$ cat src/design/mpdu_pkg.sv
`timescale 1ns / 1ps

package mpdu_pkg;

   localparam int CH_W       = 6;
   localparam int BYTE_W     = 8;
   localparam int POS_W      = 11;
   localparam int LEN_W      = 10;
   localparam int FC_W       = 24;
   localparam int HP_W       = 11;
   localparam int SC_W       = 8;
   localparam int VER_W      = 2;
   localparam int CSR_IDX_W  = 8;
   localparam int CSR_DATA_W = 8;

   localparam int DEF_DATA_FIELD_BYTES = 882;
   localparam int DEF_CHANNEL_COUNT    = 64;

   localparam int MID_DEPTH = 4;
   localparam int RSP_DEPTH = 4;

   localparam logic [HP_W-1:0] NO_HEADER = 11'h7FF;

   localparam logic [SC_W-1:0]  SC_RESET  = 8'd69;
   localparam logic [VER_W-1:0] VER_RESET = 2'd1;

   localparam logic [CSR_IDX_W-1:0] CSR_SPACECRAFT_ID = 8'd0;
   localparam logic [CSR_IDX_W-1:0] CSR_FRAME_VERSION = 8'd1;

   localparam logic KIND_WRITE = 1'b0;
   localparam logic KIND_CLOSE = 1'b1;

   typedef struct packed {
      logic [CH_W-1:0]   ch;
      logic [BYTE_W-1:0] data;
      logic              pkt_start;
      logic              pkt_end;
      logic              flush;
   } item_type;

   typedef struct packed {
      logic [POS_W-1:0] pos;
      logic [HP_W-1:0]  fpo;
      logic [FC_W-1:0]  fc;
   } state_type;

   localparam state_type STATE_RESET = '{pos: '0, fpo: NO_HEADER, fc: '0};

   typedef struct packed {
      logic              kind;
      logic [CH_W-1:0]   ch;
      logic [LEN_W-1:0]  len;
      logic [BYTE_W-1:0] data;
      logic [FC_W-1:0]   fc;
      logic [HP_W-1:0]   hp;
      logic              last;
   } rsp_type;

endpackage

$ cat src/design/mpdu_fifo.sv
`timescale 1ns / 1ps

module mpdu_fifo #(
   parameter int W     = 8,
   parameter int DEPTH = 4
) (
   input  logic         clock,
   input  logic         reset,
   input  logic         push,
   input  logic [W-1:0] din,
   input  logic         pop,
   output logic [W-1:0] dout,
   output logic         empty,
   output logic         full
);

   localparam int PTR_W = (DEPTH > 1) ? $clog2(DEPTH) : 1;
   localparam int CNT_W = $clog2(DEPTH + 1);

   logic [W-1:0]     slot_ff [DEPTH];
   logic [PTR_W-1:0] wr_ptr_ff, wr_ptr_in;
   logic [PTR_W-1:0] rd_ptr_ff, rd_ptr_in;
   logic [CNT_W-1:0] count_ff, count_in;
   logic             do_push;
   logic             do_pop;

   assign empty   = (count_ff == '0);
   assign full    = (count_ff == CNT_W'(DEPTH));
   assign do_push = push && !full;
   assign do_pop  = pop && !empty;
   assign dout    = slot_ff[rd_ptr_ff];

   always_comb begin
      wr_ptr_in = wr_ptr_ff;
      rd_ptr_in = rd_ptr_ff;
      count_in  = count_ff;
      if (do_push) begin
         wr_ptr_in = (wr_ptr_ff == PTR_W'(DEPTH - 1)) ? '0 : wr_ptr_ff + 1'b1;
      end
      if (do_pop) begin
         rd_ptr_in = (rd_ptr_ff == PTR_W'(DEPTH - 1)) ? '0 : rd_ptr_ff + 1'b1;
      end
      if (do_push && !do_pop) begin
         count_in = count_ff + 1'b1;
      end else if (do_pop && !do_push) begin
         count_in = count_ff - 1'b1;
      end
   end

   always_ff @(posedge clock) begin
      if (reset) begin
         wr_ptr_ff <= '0;
         rd_ptr_ff <= '0;
         count_ff  <= '0;
      end else begin
         wr_ptr_ff <= wr_ptr_in;
         rd_ptr_ff <= rd_ptr_in;
         count_ff  <= count_in;
      end
   end

   always_ff @(posedge clock) begin
      if (do_push) begin
         slot_ff[wr_ptr_ff] <= din;
      end
   end

endmodule

$ cat src/design/mpdu_front.sv
`timescale 1ns / 1ps

module mpdu_front #(
   parameter int CHANNEL_COUNT = mpdu_pkg::DEF_CHANNEL_COUNT
) (
   input  logic                          clock,
   input  logic                          reset,
   input  logic                          req_push,
   input  logic [mpdu_pkg::CH_W-1:0]     req_channel,
   input  logic [mpdu_pkg::BYTE_W-1:0]   req_data_byte,
   input  logic                          req_packet_start,
   input  logic                          req_packet_end,
   input  logic                          req_flush,
   output logic                          req_full,
   input  logic                          item_pop,
   output mpdu_pkg::item_type            item_head,
   output logic                          item_empty
);

   mpdu_pkg::item_type item_in;
   logic               in_range;
   logic [$bits(mpdu_pkg::item_type)-1:0] head_bits;

   // Bytes on channels beyond the configured count are taken and discarded.
   assign in_range = {1'b0, req_channel} < (mpdu_pkg::CH_W + 1)'(CHANNEL_COUNT);

   always_comb begin
      item_in.ch        = req_channel;
      item_in.data      = req_data_byte;
      item_in.pkt_start = req_packet_start;
      item_in.pkt_end   = req_packet_end;
      item_in.flush     = req_flush;
   end

   mpdu_fifo #(
      .W     ($bits(mpdu_pkg::item_type)),
      .DEPTH (mpdu_pkg::MID_DEPTH)
   ) u_mid_fifo (
      .clock (clock),
      .reset (reset),
      .push  (req_push && in_range),
      .din   (item_in),
      .pop   (item_pop),
      .dout  (head_bits),
      .empty (item_empty),
      .full  (req_full)
   );

   assign item_head = mpdu_pkg::item_type'(head_bits);

endmodule

$ cat src/design/mpdu_back.sv
`timescale 1ns / 1ps

module mpdu_back #(
   parameter int DATA_FIELD_BYTES = mpdu_pkg::DEF_DATA_FIELD_BYTES,
   parameter int CHANNEL_COUNT    = mpdu_pkg::DEF_CHANNEL_COUNT
) (
   input  logic               clock,
   input  logic               reset,
   input  logic               item_empty,
   input  mpdu_pkg::item_type item_head,
   output logic               item_pop,
   input  logic               rsp_full,
   output logic               rsp_push,
   output mpdu_pkg::rsp_type  rsp_out
);

   localparam int IDX_W = (CHANNEL_COUNT > 1) ? $clog2(CHANNEL_COUNT) : 1;

   localparam logic PH_WRITE = 1'b0;
   localparam logic PH_CLOSE = 1'b1;

   mpdu_pkg::state_type state_mem [CHANNEL_COUNT];
   logic [CHANNEL_COUNT-1:0] vld_ff, vld_in;

   mpdu_pkg::item_type  s2_item_ff;
   logic                s2_vld_ff, s2_vld_in;
   logic                phase_ff, phase_in;
   mpdu_pkg::state_type rd_ff;
   logic                rd_vld_ff;
   logic                byp_vld_ff, byp_vld_in;
   logic [IDX_W-1:0]    byp_idx_ff;
   mpdu_pkg::state_type byp_st_ff;

   logic [IDX_W-1:0]      head_idx;
   logic [IDX_W-1:0]      s2_idx;
   mpdu_pkg::state_type   cur;
   mpdu_pkg::state_type   upd;
   logic [mpdu_pkg::HP_W-1:0]  fpo_new;
   logic [mpdu_pkg::POS_W:0]   pos_next;
   logic                  close;
   logic                  retire;
   logic                  load;

   assign head_idx = item_head.ch[IDX_W-1:0];
   assign s2_idx   = s2_item_ff.ch[IDX_W-1:0];

   // The bypass register always holds the most recent state write, so a hit on it
   // is newer than anything the memory read could have returned.
   always_comb begin
      if (byp_vld_ff && (byp_idx_ff == s2_idx)) begin
         cur = byp_st_ff;
      end else if (rd_vld_ff) begin
         cur = rd_ff;
      end else begin
         cur = mpdu_pkg::STATE_RESET;
      end
   end

   always_comb begin
      fpo_new  = (s2_item_ff.pkt_start && (cur.fpo == mpdu_pkg::NO_HEADER))
                 ? cur.pos : cur.fpo;
      pos_next = {1'b0, cur.pos} + 1'b1;
      close    = (pos_next >= (mpdu_pkg::POS_W + 1)'(DATA_FIELD_BYTES))
                 || (s2_item_ff.pkt_end && s2_item_ff.flush);
      if (close) begin
         upd.pos = '0;
         upd.fpo = mpdu_pkg::NO_HEADER;
         upd.fc  = cur.fc + 1'b1;
      end else begin
         upd.pos = pos_next[mpdu_pkg::POS_W-1:0];
         upd.fpo = fpo_new;
         upd.fc  = cur.fc;
      end
   end

   always_comb begin
      rsp_out = '0;
      rsp_out.ch = s2_item_ff.ch;
      unique case (phase_ff)
         PH_WRITE: begin
            rsp_out.kind = mpdu_pkg::KIND_WRITE;
            rsp_out.len  = cur.pos[mpdu_pkg::LEN_W-1:0];
            rsp_out.data = s2_item_ff.data;
            rsp_out.last = !close;
         end
         PH_CLOSE: begin
            rsp_out.kind = mpdu_pkg::KIND_CLOSE;
            rsp_out.len  = pos_next[mpdu_pkg::LEN_W-1:0];
            rsp_out.fc   = cur.fc;
            rsp_out.hp   = fpo_new;
            rsp_out.last = 1'b1;
         end
         default: begin
            rsp_out.kind = mpdu_pkg::KIND_WRITE;
         end
      endcase
   end

   // A closing byte stays here until both its write and close results are pushed.
   assign rsp_push = s2_vld_ff && !rsp_full;
   assign retire   = rsp_push && ((phase_ff == PH_CLOSE) || !close);
   assign load     = !s2_vld_ff || retire;
   assign item_pop = load && !item_empty;

   always_comb begin
      s2_vld_in  = load ? !item_empty : s2_vld_ff;
      phase_in   = phase_ff;
      vld_in     = vld_ff;
      byp_vld_in = byp_vld_ff;
      if (rsp_push) begin
         if ((phase_ff == PH_WRITE) && close) begin
            phase_in = PH_CLOSE;
         end else begin
            phase_in = PH_WRITE;
         end
      end
      if (retire) begin
         vld_in[s2_idx] = 1'b1;
         byp_vld_in     = 1'b1;
      end
   end

   always_ff @(posedge clock) begin
      if (reset) begin
         s2_vld_ff  <= 1'b0;
         phase_ff   <= PH_WRITE;
         vld_ff     <= '0;
         byp_vld_ff <= 1'b0;
      end else begin
         s2_vld_ff  <= s2_vld_in;
         phase_ff   <= phase_in;
         vld_ff     <= vld_in;
         byp_vld_ff <= byp_vld_in;
      end
   end

   always_ff @(posedge clock) begin
      if (load) begin
         s2_item_ff <= item_head;
         rd_ff      <= state_mem[head_idx];
         rd_vld_ff  <= vld_ff[head_idx];
      end
      if (retire) begin
         state_mem[s2_idx] <= upd;
         byp_idx_ff        <= s2_idx;
         byp_st_ff         <= upd;
      end
   end

endmodule

$ cat src/design/ccsds_mpdu_frame_packer_top.sv
`timescale 1ns / 1ps

// Channel   Ports                                   Moves on
// -------   -------------------------------------   ------------------------------
// request   req_push, req_full, req_* fields        req_push && !req_full
// result    rsp_empty, rsp_pop, rsp_* fields        rsp_pop && !rsp_empty
// csr       csr_valid, csr_ready, csr_index/data    csr_valid && csr_ready
//
// One request byte is taken per cycle while req_full is low; a byte that closes
// a frame holds the state sequencer until its write and close results are pushed,
// since the result queue takes one result a cycle while it is not full.
// Reset clears the per-channel valid bits at once; there is no clearing pass.
// Requests and results stall independently through the queues on either side.

module ccsds_mpdu_frame_packer_top #(
   parameter int DATA_FIELD_BYTES = mpdu_pkg::DEF_DATA_FIELD_BYTES,
   parameter int CHANNEL_COUNT    = mpdu_pkg::DEF_CHANNEL_COUNT
) (
   input  logic                              clock,
   input  logic                              reset,
   input  logic                              req_push,
   output logic                              req_full,
   input  logic [mpdu_pkg::CH_W-1:0]         req_channel,
   input  logic [mpdu_pkg::BYTE_W-1:0]       req_data_byte,
   input  logic                              req_packet_start,
   input  logic                              req_packet_end,
   input  logic                              req_flush,
   output logic                              rsp_empty,
   input  logic                              rsp_pop,
   output logic                              rsp_kind,
   output logic [mpdu_pkg::CH_W-1:0]         rsp_out_channel,
   output logic [mpdu_pkg::LEN_W-1:0]        rsp_offset,
   output logic [mpdu_pkg::BYTE_W-1:0]       rsp_out_byte,
   output logic [mpdu_pkg::FC_W-1:0]         rsp_frame_count,
   output logic [mpdu_pkg::HP_W-1:0]         rsp_header_pointer,
   output logic [mpdu_pkg::LEN_W-1:0]        rsp_used_length,
   output logic [mpdu_pkg::SC_W-1:0]         rsp_spacecraft_out,
   output logic [mpdu_pkg::VER_W-1:0]        rsp_version_out,
   output logic                              rsp_last,
   input  logic                              csr_valid,
   output logic                              csr_ready,
   input  logic [mpdu_pkg::CSR_IDX_W-1:0]    csr_index,
   input  logic [mpdu_pkg::CSR_DATA_W-1:0]   csr_data
);

   logic [mpdu_pkg::SC_W-1:0]  sc_ff, sc_in;
   logic [mpdu_pkg::VER_W-1:0] ver_ff, ver_in;

   mpdu_pkg::item_type item_head;
   logic               item_empty;
   logic               item_pop;
   logic               rsp_full;
   logic               rsp_push;
   mpdu_pkg::rsp_type  rsp_new;
   mpdu_pkg::rsp_type  rsp_head;
   logic [$bits(mpdu_pkg::rsp_type)-1:0] rsp_bits;

   assign csr_ready = 1'b1;

   always_comb begin
      sc_in  = sc_ff;
      ver_in = ver_ff;
      if (csr_valid) begin
         unique case (csr_index)
            mpdu_pkg::CSR_SPACECRAFT_ID: sc_in  = csr_data;
            mpdu_pkg::CSR_FRAME_VERSION: ver_in = csr_data[mpdu_pkg::VER_W-1:0];
            default: ;
         endcase
      end
   end

   always_ff @(posedge clock) begin
      if (reset) begin
         sc_ff  <= mpdu_pkg::SC_RESET;
         ver_ff <= mpdu_pkg::VER_RESET;
      end else begin
         sc_ff  <= sc_in;
         ver_ff <= ver_in;
      end
   end

   mpdu_front #(
      .CHANNEL_COUNT (CHANNEL_COUNT)
   ) u_front (
      .clock            (clock),
      .reset            (reset),
      .req_push         (req_push),
      .req_channel      (req_channel),
      .req_data_byte    (req_data_byte),
      .req_packet_start (req_packet_start),
      .req_packet_end   (req_packet_end),
      .req_flush        (req_flush),
      .req_full         (req_full),
      .item_pop         (item_pop),
      .item_head        (item_head),
      .item_empty       (item_empty)
   );

   mpdu_back #(
      .DATA_FIELD_BYTES (DATA_FIELD_BYTES),
      .CHANNEL_COUNT    (CHANNEL_COUNT)
   ) u_back (
      .clock      (clock),
      .reset      (reset),
      .item_empty (item_empty),
      .item_head  (item_head),
      .item_pop   (item_pop),
      .rsp_full   (rsp_full),
      .rsp_push   (rsp_push),
      .rsp_out    (rsp_new)
   );

   mpdu_fifo #(
      .W     ($bits(mpdu_pkg::rsp_type)),
      .DEPTH (mpdu_pkg::RSP_DEPTH)
   ) u_rsp_fifo (
      .clock (clock),
      .reset (reset),
      .push  (rsp_push),
      .din   (rsp_new),
      .pop   (rsp_pop),
      .dout  (rsp_bits),
      .empty (rsp_empty),
      .full  (rsp_full)
   );

   assign rsp_head = mpdu_pkg::rsp_type'(rsp_bits);

   // User changes header registers only while idle (not enforced); added at output.
   always_comb begin
      rsp_kind           = rsp_head.kind;
      rsp_out_channel    = rsp_head.ch;
      rsp_out_byte       = rsp_head.data;
      rsp_frame_count    = rsp_head.fc;
      rsp_header_pointer = rsp_head.hp;
      rsp_last           = rsp_head.last;
      if (rsp_head.kind == mpdu_pkg::KIND_CLOSE) begin
         rsp_offset         = '0;
         rsp_used_length    = rsp_head.len;
         rsp_spacecraft_out = sc_ff;
         rsp_version_out    = ver_ff;
      end else begin
         rsp_offset         = rsp_head.len;
         rsp_used_length    = '0;
         rsp_spacecraft_out = '0;
         rsp_version_out    = '0;
      end
   end

   a_reset_clears_queues: assert property (@(posedge clock)
      reset |=> (!req_full && rsp_empty))
      else $error("queues not empty after reset");

   a_close_is_last: assert property (@(posedge clock) disable iff (reset)
      (!rsp_empty && (rsp_kind == mpdu_pkg::KIND_CLOSE)) |-> rsp_last)
      else $error("close result without last mark");

   a_close_follows_write: assert property (@(posedge clock) disable iff (reset)
      (rsp_pop && !rsp_empty && (rsp_kind == mpdu_pkg::KIND_WRITE) && !rsp_last)
      |=> (rsp_empty || ((rsp_kind == mpdu_pkg::KIND_CLOSE)
                         && (rsp_out_channel == $past(rsp_out_channel)))))
      else $error("write result not followed by its close result");

endmodule
$ cat config.mk
export PLATFORM = sky130hd
export DESIGN_NAME = ccsds_mpdu_frame_packer_top
export DESIGN_NICKNAME = d
export VERILOG_FILES = /design/src/design/mpdu_pkg.sv /design/src/design/mpdu_fifo.sv /design/src/design/mpdu_front.sv /design/src/design/mpdu_back.sv /design/src/design/ccsds_mpdu_frame_packer_top.sv
export SDC_FILE = /design/constraint.sdc
export NUM_CORES = 2
export LEC_CHECK = 0
export CORE_MARGIN = 4
export CORE_UTILIZATION = 30
export DETAILED_ROUTE_END_ITERATION = 10
export DONT_BUFFER_PORTS = 1
export HOLD_SLACK_MARGIN = 0.12
export PLACE_DENSITY = 0.52
export SETUP_SLACK_MARGIN = 0.4
export SLEW_MARGIN = 20
export SYNTH_ARGS = -nofsm -noshare
export SYNTH_HDL_FRONTEND = slang
export SYNTH_SLANG_ARGS = --single-unit
$ cat constraint.sdc
create_clock -name clock -period 8.7 [get_ports clock]
set_input_delay 0.87 -clock clock [delete_from_list [all_inputs] [get_ports clock]]
set_output_delay 0.87 -clock clock [all_outputs]
set_load 0.005 [all_outputs]
# --- After elaboration in Yosys (flattened, before gate mapping) ---
# Memories as Yosys holds them, arrays and structs flattened. A register that Yosys moved wholly into a read port is not among the register bits.
# Index checks and enable logic that the tools add are counted.
op_classes:
  n_addsub: 10
  n_lt_le_gt_ge: 4
  eq_ne: 9
  muxes: 36
  bitwise_logic: 2
  n_reduce_logical: 36
op_table:
  columns: ["cell", "n"]
  rows:
  - ["$mux 46", 3]
  - ["$or 64x64->64", 1]
  - ["$mux 35", 1]
  - ["$add 24x1->24 const B", 1]
  - ["$mux 10", 2]
  - ["$pmux 10 s2", 1]
  - ["$mux 2", 9]
  - ["$logic_and 1x1->1", 16]
  - ["$mux 8", 2]
  - ["$lt 6x7->1 const B", 2]
  - ["$add 11x1->12 const B", 1]
  - ["$ge 12x10->1 const B", 1]
  - ["$mux 3", 4]
  - ["$eq 11x11->1 const B", 1]
  - ["$mux 11", 1]
  - ["$logic_not 1->1", 10]
  - ["$mux 1", 9]
  - ["$add 2x1->2 const B", 4]
  - ["$eq 2x2->1 const B", 4]
  - ["$eq 8x1->1 const B", 1]
  - ["$logic_not 8->1", 1]
  - ["$add 3x1->3 const B", 2]
  - ["$bmux 1 s6", 1]
  - ["$demux 1 s6", 1]
  - ["10 further kinds", 18]
word_totals:
  ff_bits: 161
  mem_bits_rw: 3256
  input_bits: 38
  output_inout_bits: 84
  n_memories: 3
mem_list:
  columns: ["name", "words", "width", "rd", "rd_clocked_by_memory_dff", "write_ports", "line_no", "source"]
  rows:
  - ["u_back.state_mem", 64, 46, 1, 1, 1, "mpdu_back.sv:22", "mpdu_pkg::state_type state_mem [CHANNEL_COUNT];"]
  - ["u_rsp_fifo.slot_ff", 4, 61, 1, 1, 1, "mpdu_fifo.sv:20", "logic [W-1:0] slot_ff [DEPTH];"]
  - ["u_front.u_mid_fifo.slot_ff", 4, 17, 1, 1, 1, "mpdu_fifo.sv:20", null]

# --- Depth between registers and ports, before layout ---
depth:
  word_depth: 15
  mapped_depth: 18
  mapped_depth_nobuf: 13

# --- Cells and area by module ---
# Synthesis repeated with hierarchy kept, for this count alone.
hier_totals:
  cells_unflattened: 5723
  area_unflattened_um2: 133669.4
modules_own_cells:
  columns: ["module", "n_inst", "cells_per_inst", "area_each_um2", "seq_area_each_um2"]
  rows:
  - ["mpdu_back", 1, 5134, 120717.0, 93229.4]
  - ["mpdu_fifo at u_rsp_fifo", 1, 369, 9280.2, 7507.2]
  - ["mpdu_fifo at u_front.u_mid_fifo", 1, 139, 2972.9, 2222.1]
  - ["ccsds_mpdu_frame_packer_top", 1, 81, 699.4, 200.2]

# --- Worst setup path before layout ---
# Ideal clock, no wire load.
synth_path:
  path_kind: "register -> register"
  from: "register u_back.s2_item_ff (netlist bit u_back.s2_idx[4])"
  to: "memory u_back.state_mem[62][0] (netlist name) (enable)"
  setup_ns: 0.564
  t_arrival_ns: 6.668
  t_required_ns: 8.136
  slack_ns: 1.468
  path_stages_with_launch: 12
  n_path_buf: 4
  period_less_slack_ns: 7.232
  path_cell_list: "edfxtp_1 buf_6 xnor2_1 nand4_1 nor2_2 mux2i_1 and3_1 clkbuf_1 o21ai_1 buf_2 buf_2 nor4_1"
synth_between:
  elab_chain_len: 11
synth_lines:
  columns: ["item", "line_no", "source"]
  rows:
  - ["start: declaration", "mpdu_back.sv:25", "mpdu_pkg::item_type s2_item_ff;"]
  - ["start signal: assignment", "mpdu_back.sv:139", "s2_item_ff <= item_head;"]
  - ["$eq 6x6->1", "mpdu_back.sv:50", "if (byp_vld_ff && (byp_idx_ff == s2_idx)) begin"]
  - ["$logic_and 1x1->1", "mpdu_back.sv:50", null]
  - ["$mux 46", "mpdu_back.sv:50", null]
  - ["$add 11x1->12", "mpdu_back.sv:62", "pos_next = {1'b0, cur.pos} + 1'b1;"]
  - ["$ge 12x10->1", "mpdu_back.sv:63", "close = (pos_next >= (mpdu_pkg::POS_W + 1)'(DATA_FIELD_BYTES))"]
  - ["$logic_or 1x1->1", "mpdu_back.sv:64", "|| (s2_item_ff.pkt_end && s2_item_ff.flush);"]
  - ["$logic_not 1->1", "mpdu_back.sv:101", "assign retire = rsp_push && ((phase_ff == PH_CLOSE) || !close);"]
  - ["$logic_or 1x1->1", "mpdu_back.sv:101", null]
  - ["$logic_and 1x1->1", "mpdu_back.sv:101", null]
  - ["$mux 1", "mpdu_back.sv:143", "if (retire) begin"]
  - ["$mux 1 (implied by the code)", "mpdu_back.sv:144", "state_mem[s2_idx] <= upd;"]
  - ["end: declaration", "mpdu_back.sv:22", null]
# Parallel ways exist; a longest one is shown, timed or not.

==> results.ini <==
[routing]
drc_errors=0
ant_nets=0
viasPerCell=5.15
drt_iter0_drc=8491
routedWlPerCell_um=25.8
wirelength_um=387000
firstDrtPassIters=6
vias=77200

[clocking]
post_cts_resized=0
worst_skew_pair.late_latency_ps=930
root_buffer=clkbuf_16
clk_pin_slew_worst_paths_ps=60
cts_buffer_depth=4
cts_tree=done
cts_setup_buffers=0
cts_num_sinks=3467
h-tree-depth=5
cts_made_buffers=362

[setup_path]
critPathMaxFanout=146
cp_slowest_cell=dfxtp_1
arrival_ps=6830
path_depth=11
cp-end-kind=register
rr_endpoint=u_back.rd_ff[39]$_DFFE_PN_
ff2ff_setup_slack_ps=2540
crit_chain=mux2i_1 > mux2_8 > inv_8 > buf_12 > buf_12 > mux2i_1 > mux2_2 > o22ai_1 > a221oi_1 > o22ai_1 > or2_1
reg2regPathDepth=11
crit_family=buffers and inverters
start_kind=register
critPathMaxStageDelay_ps=990
crit_end=u_back.rd_ff[39]$_DFFE_PN_
worstSetupPathType=reg2reg
crit_buf_inv=3
cp.required_ps=9370

[floorplan]
dieArea_mm2=0.471
initial_utilization=0.302
ioPinCount=122
rows=248
core-area_mm2=0.457
die_y_um=686
die_x_um=686

[sta]
finalMaxSlewViolations=0
fin_skew_ps=78.5
relSlewSlack=0.190
max_freq_mhz=162
rsz0062_at_grt=false
final-setup-viol-count=0
worst_slew_pin_slew_ps=1220
tns_ps=0
hold_viol_final=0
holdWs_ps=221
layout_min_cycle_time_ps=6160
period_share=0.708

[yosys]
ys.flop_type=edfxtp_1
synth_cell_type_count=66
seq_area_frac_synth=0.748
async_flop_share=0
ys_ff_latch=3467
synthTopCellsByArea=edfxtp_1, mux2i_1, mux2_2
synth_cells=8424
synth_area_leader_cell=edfxtp_1
yosysWarnings=0
synth_edf_count=3372
synth_area_mm2=0.138
synth_top_area_share=0.734
synth.avg_cell_area_um2=16.4

[outcome]
status=finished clean

[placement]
dp_hpwl_um=211000
dpl_cell_area_mm2=0.146
port_buffers=0
gp_routability_congestion=0.789

[final_layout]
final_common_cell=edfxtp_1
fin_nets=8597
fillCellCount=43100
fin_util=0.346
fin_area_mm2=0.158
drive_above_1_share=0.152
area_growth_pct=14.6
layout_common_cells=edfxtp_1, nand2_1, mux2i_1

[job]
maxCapViolations=0

[global_routing]
grt_pass1_wl_um=546000
grt_pass1_vias=74600
grt_max_degree=147
antenna_found_initial=24
grt.overflow.total=0
track_usage=0.157

[hold_path]
min_from=reset
hold_class=in2reg

[pwr]
vdd_drop_max_mv=0.439
powerDensity_mw_per_mm2=343
p_leak_uw=0.0510
fin_total_pwr_uw=54200

-- power breakdown --
group          switching [uW]  internal, uW  leakage (uW)
Clock                    6420          8620       0.00562
Sequential                644         21800        0.0316
Combinational           11900          4780        0.0139
Total                   19000         35200        0.0510
-- cell usage after synthesis (5+ instances only) --
library cell  count
mux2_2          372
o31ai_1          39
mux2i_1         755
o2111ai_1         5
a221oi_1        185
nor4_1           19
a211oi_1        377
buf_4            26
and3_1           26
o21ai_0          23
dfxtp_1          95
o32ai_1          26
mux4_2           76
clkbuf_1        304
a21oi_1          54
or2_1            46
xor2_1           15
nor3_1           63
nor2_1           71
buf_1            73
nand4_1          12
inv_1            39
and2_1           47
a211o_1           5
nor2b_1         402
edfxtp_1       3372
ha_1             13
a31oi_1         376
xnor2_1          31
nand2_1         831
buf_2           171
a311oi_1          8
nand3b_1         13
nand3_1          32
nor4_2            8
nand2b_1         63
o22ai_1         278
or3_1             5
o211ai_1         22
buf_6             8
-- through the flow --
step           worst slack (ps)  instances
2_1_floorplan              1470       8488
3_3_place_gp               2650      14300
3_5_place_dp               2580      14300
4_1_cts                    2610      14900
5_1_grt                    2360      15000
6_report                   2540      15000
-- state kept, by name, indices dropped and copies added (netlist names), 2 cells and up, named ones only --
register                      flops
u_front.u_mid_fifo.wr_ptr_ff      2
u_back.byp_idx_ff                 6
u_rsp_fifo.wr_ptr_ff              2
ver_ff                            2
sc_ff                             8
u_back.s2_idx                     6
u_back.state_mem               2944
u_front.u_mid_fifo.slot_ff       68
u_rsp_fifo.count_ff               3
u_back.vld_ff                    64
u_rsp_fifo.slot_ff              244
u_back.byp_st_ff                 46
u_back.s2_item_ff                11
u_back.rd_ff                     46
u_front.u_mid_fifo.rd_ptr_ff      2
u_front.u_mid_fifo.count_ff       3
u_rsp_fifo.rd_ptr_ff              2
-- how the worst min path moves through the flow --
stage	slack, ps	depth (start not counted)	to
after detailed placement	450	2	u_back.vld_ff[11]$_SDFFE_PP0N_
after floorplan	420	2	u_back.vld_ff[12]$_SDFFE_PP0N_
after global placement	440	2	u_back.vld_ff[40]$_SDFFE_PP0N_
after global routing	160	1	u_back.vld_ff[59]$_SDFFE_PP0N_
after CTS	120	1	u_front.u_mid_fifo.count_ff[0]$_SDFFE_PP0P_
final	220	1	u_back.vld_ff[57]$_SDFFE_PP0N_
-- final cells by class --
type / count / area (um2) / area share
clock inverters: 172 / 1700 / 0.0107
repair buffers: 274 / 2540 / 0.0160
diodes: 16 / 40.0 / 0.000253
inverters: 41 / 161 / 0.00102
multi-input cells: 4398 / 33100 / 0.209
clock buffers: 474 / 9780 / 0.0618
well taps: 6125 / 7660 / 0.0485
flip-flops and latches: 3467 / 103000 / 0.653
-- what timing repair did --
| item | 4_1_cts | 5_1_grt |
|---|---|---|
| hold buffers | 26 | 2 |
| setup endpoints to repair | 0 | 0 |
| endpoints found under the hold margin | 79 | 28 |
-- worst reg2reg max path, cell delays in order, from the launching register on --
cell      delay (ps)
dfxtp_1          990
mux2i_1          260
mux2_8           470
inv_8            880
buf_12           450
buf_12           590
mux2i_1          450
mux2_2           190
o22ai_1          160
a221oi_1         710
o22ai_1          450
or2_1            370
-- cells by family after synthesis --
family / Yosys count / synth area share
AO/OA/AOI/OAI: 1414 / 0.0718
XOR/XNOR: 46 / 0.00292
adder cells (fa/ha/maj): 15 / 0.00147
buffers and inverters: 623 / 0.0197
flip-flops: 3467 / 0.748
multiplexers: 1203 / 0.0976
other: 2 / 0.0000545
AND/OR/NAND/NOR: 1654 / 0.0585
-- per-layer routing --
metal  up-vias  part of all wire  global-route usage
met3       528             0.069              0.0248
met4         8             0.021              0.0363
met5         -           0.00013                   0
li1      33300                 -                   -
met2      2808              0.45               0.246
met1     40500              0.46               0.229
No activity file was read; power rests on OpenSTA's default activity.
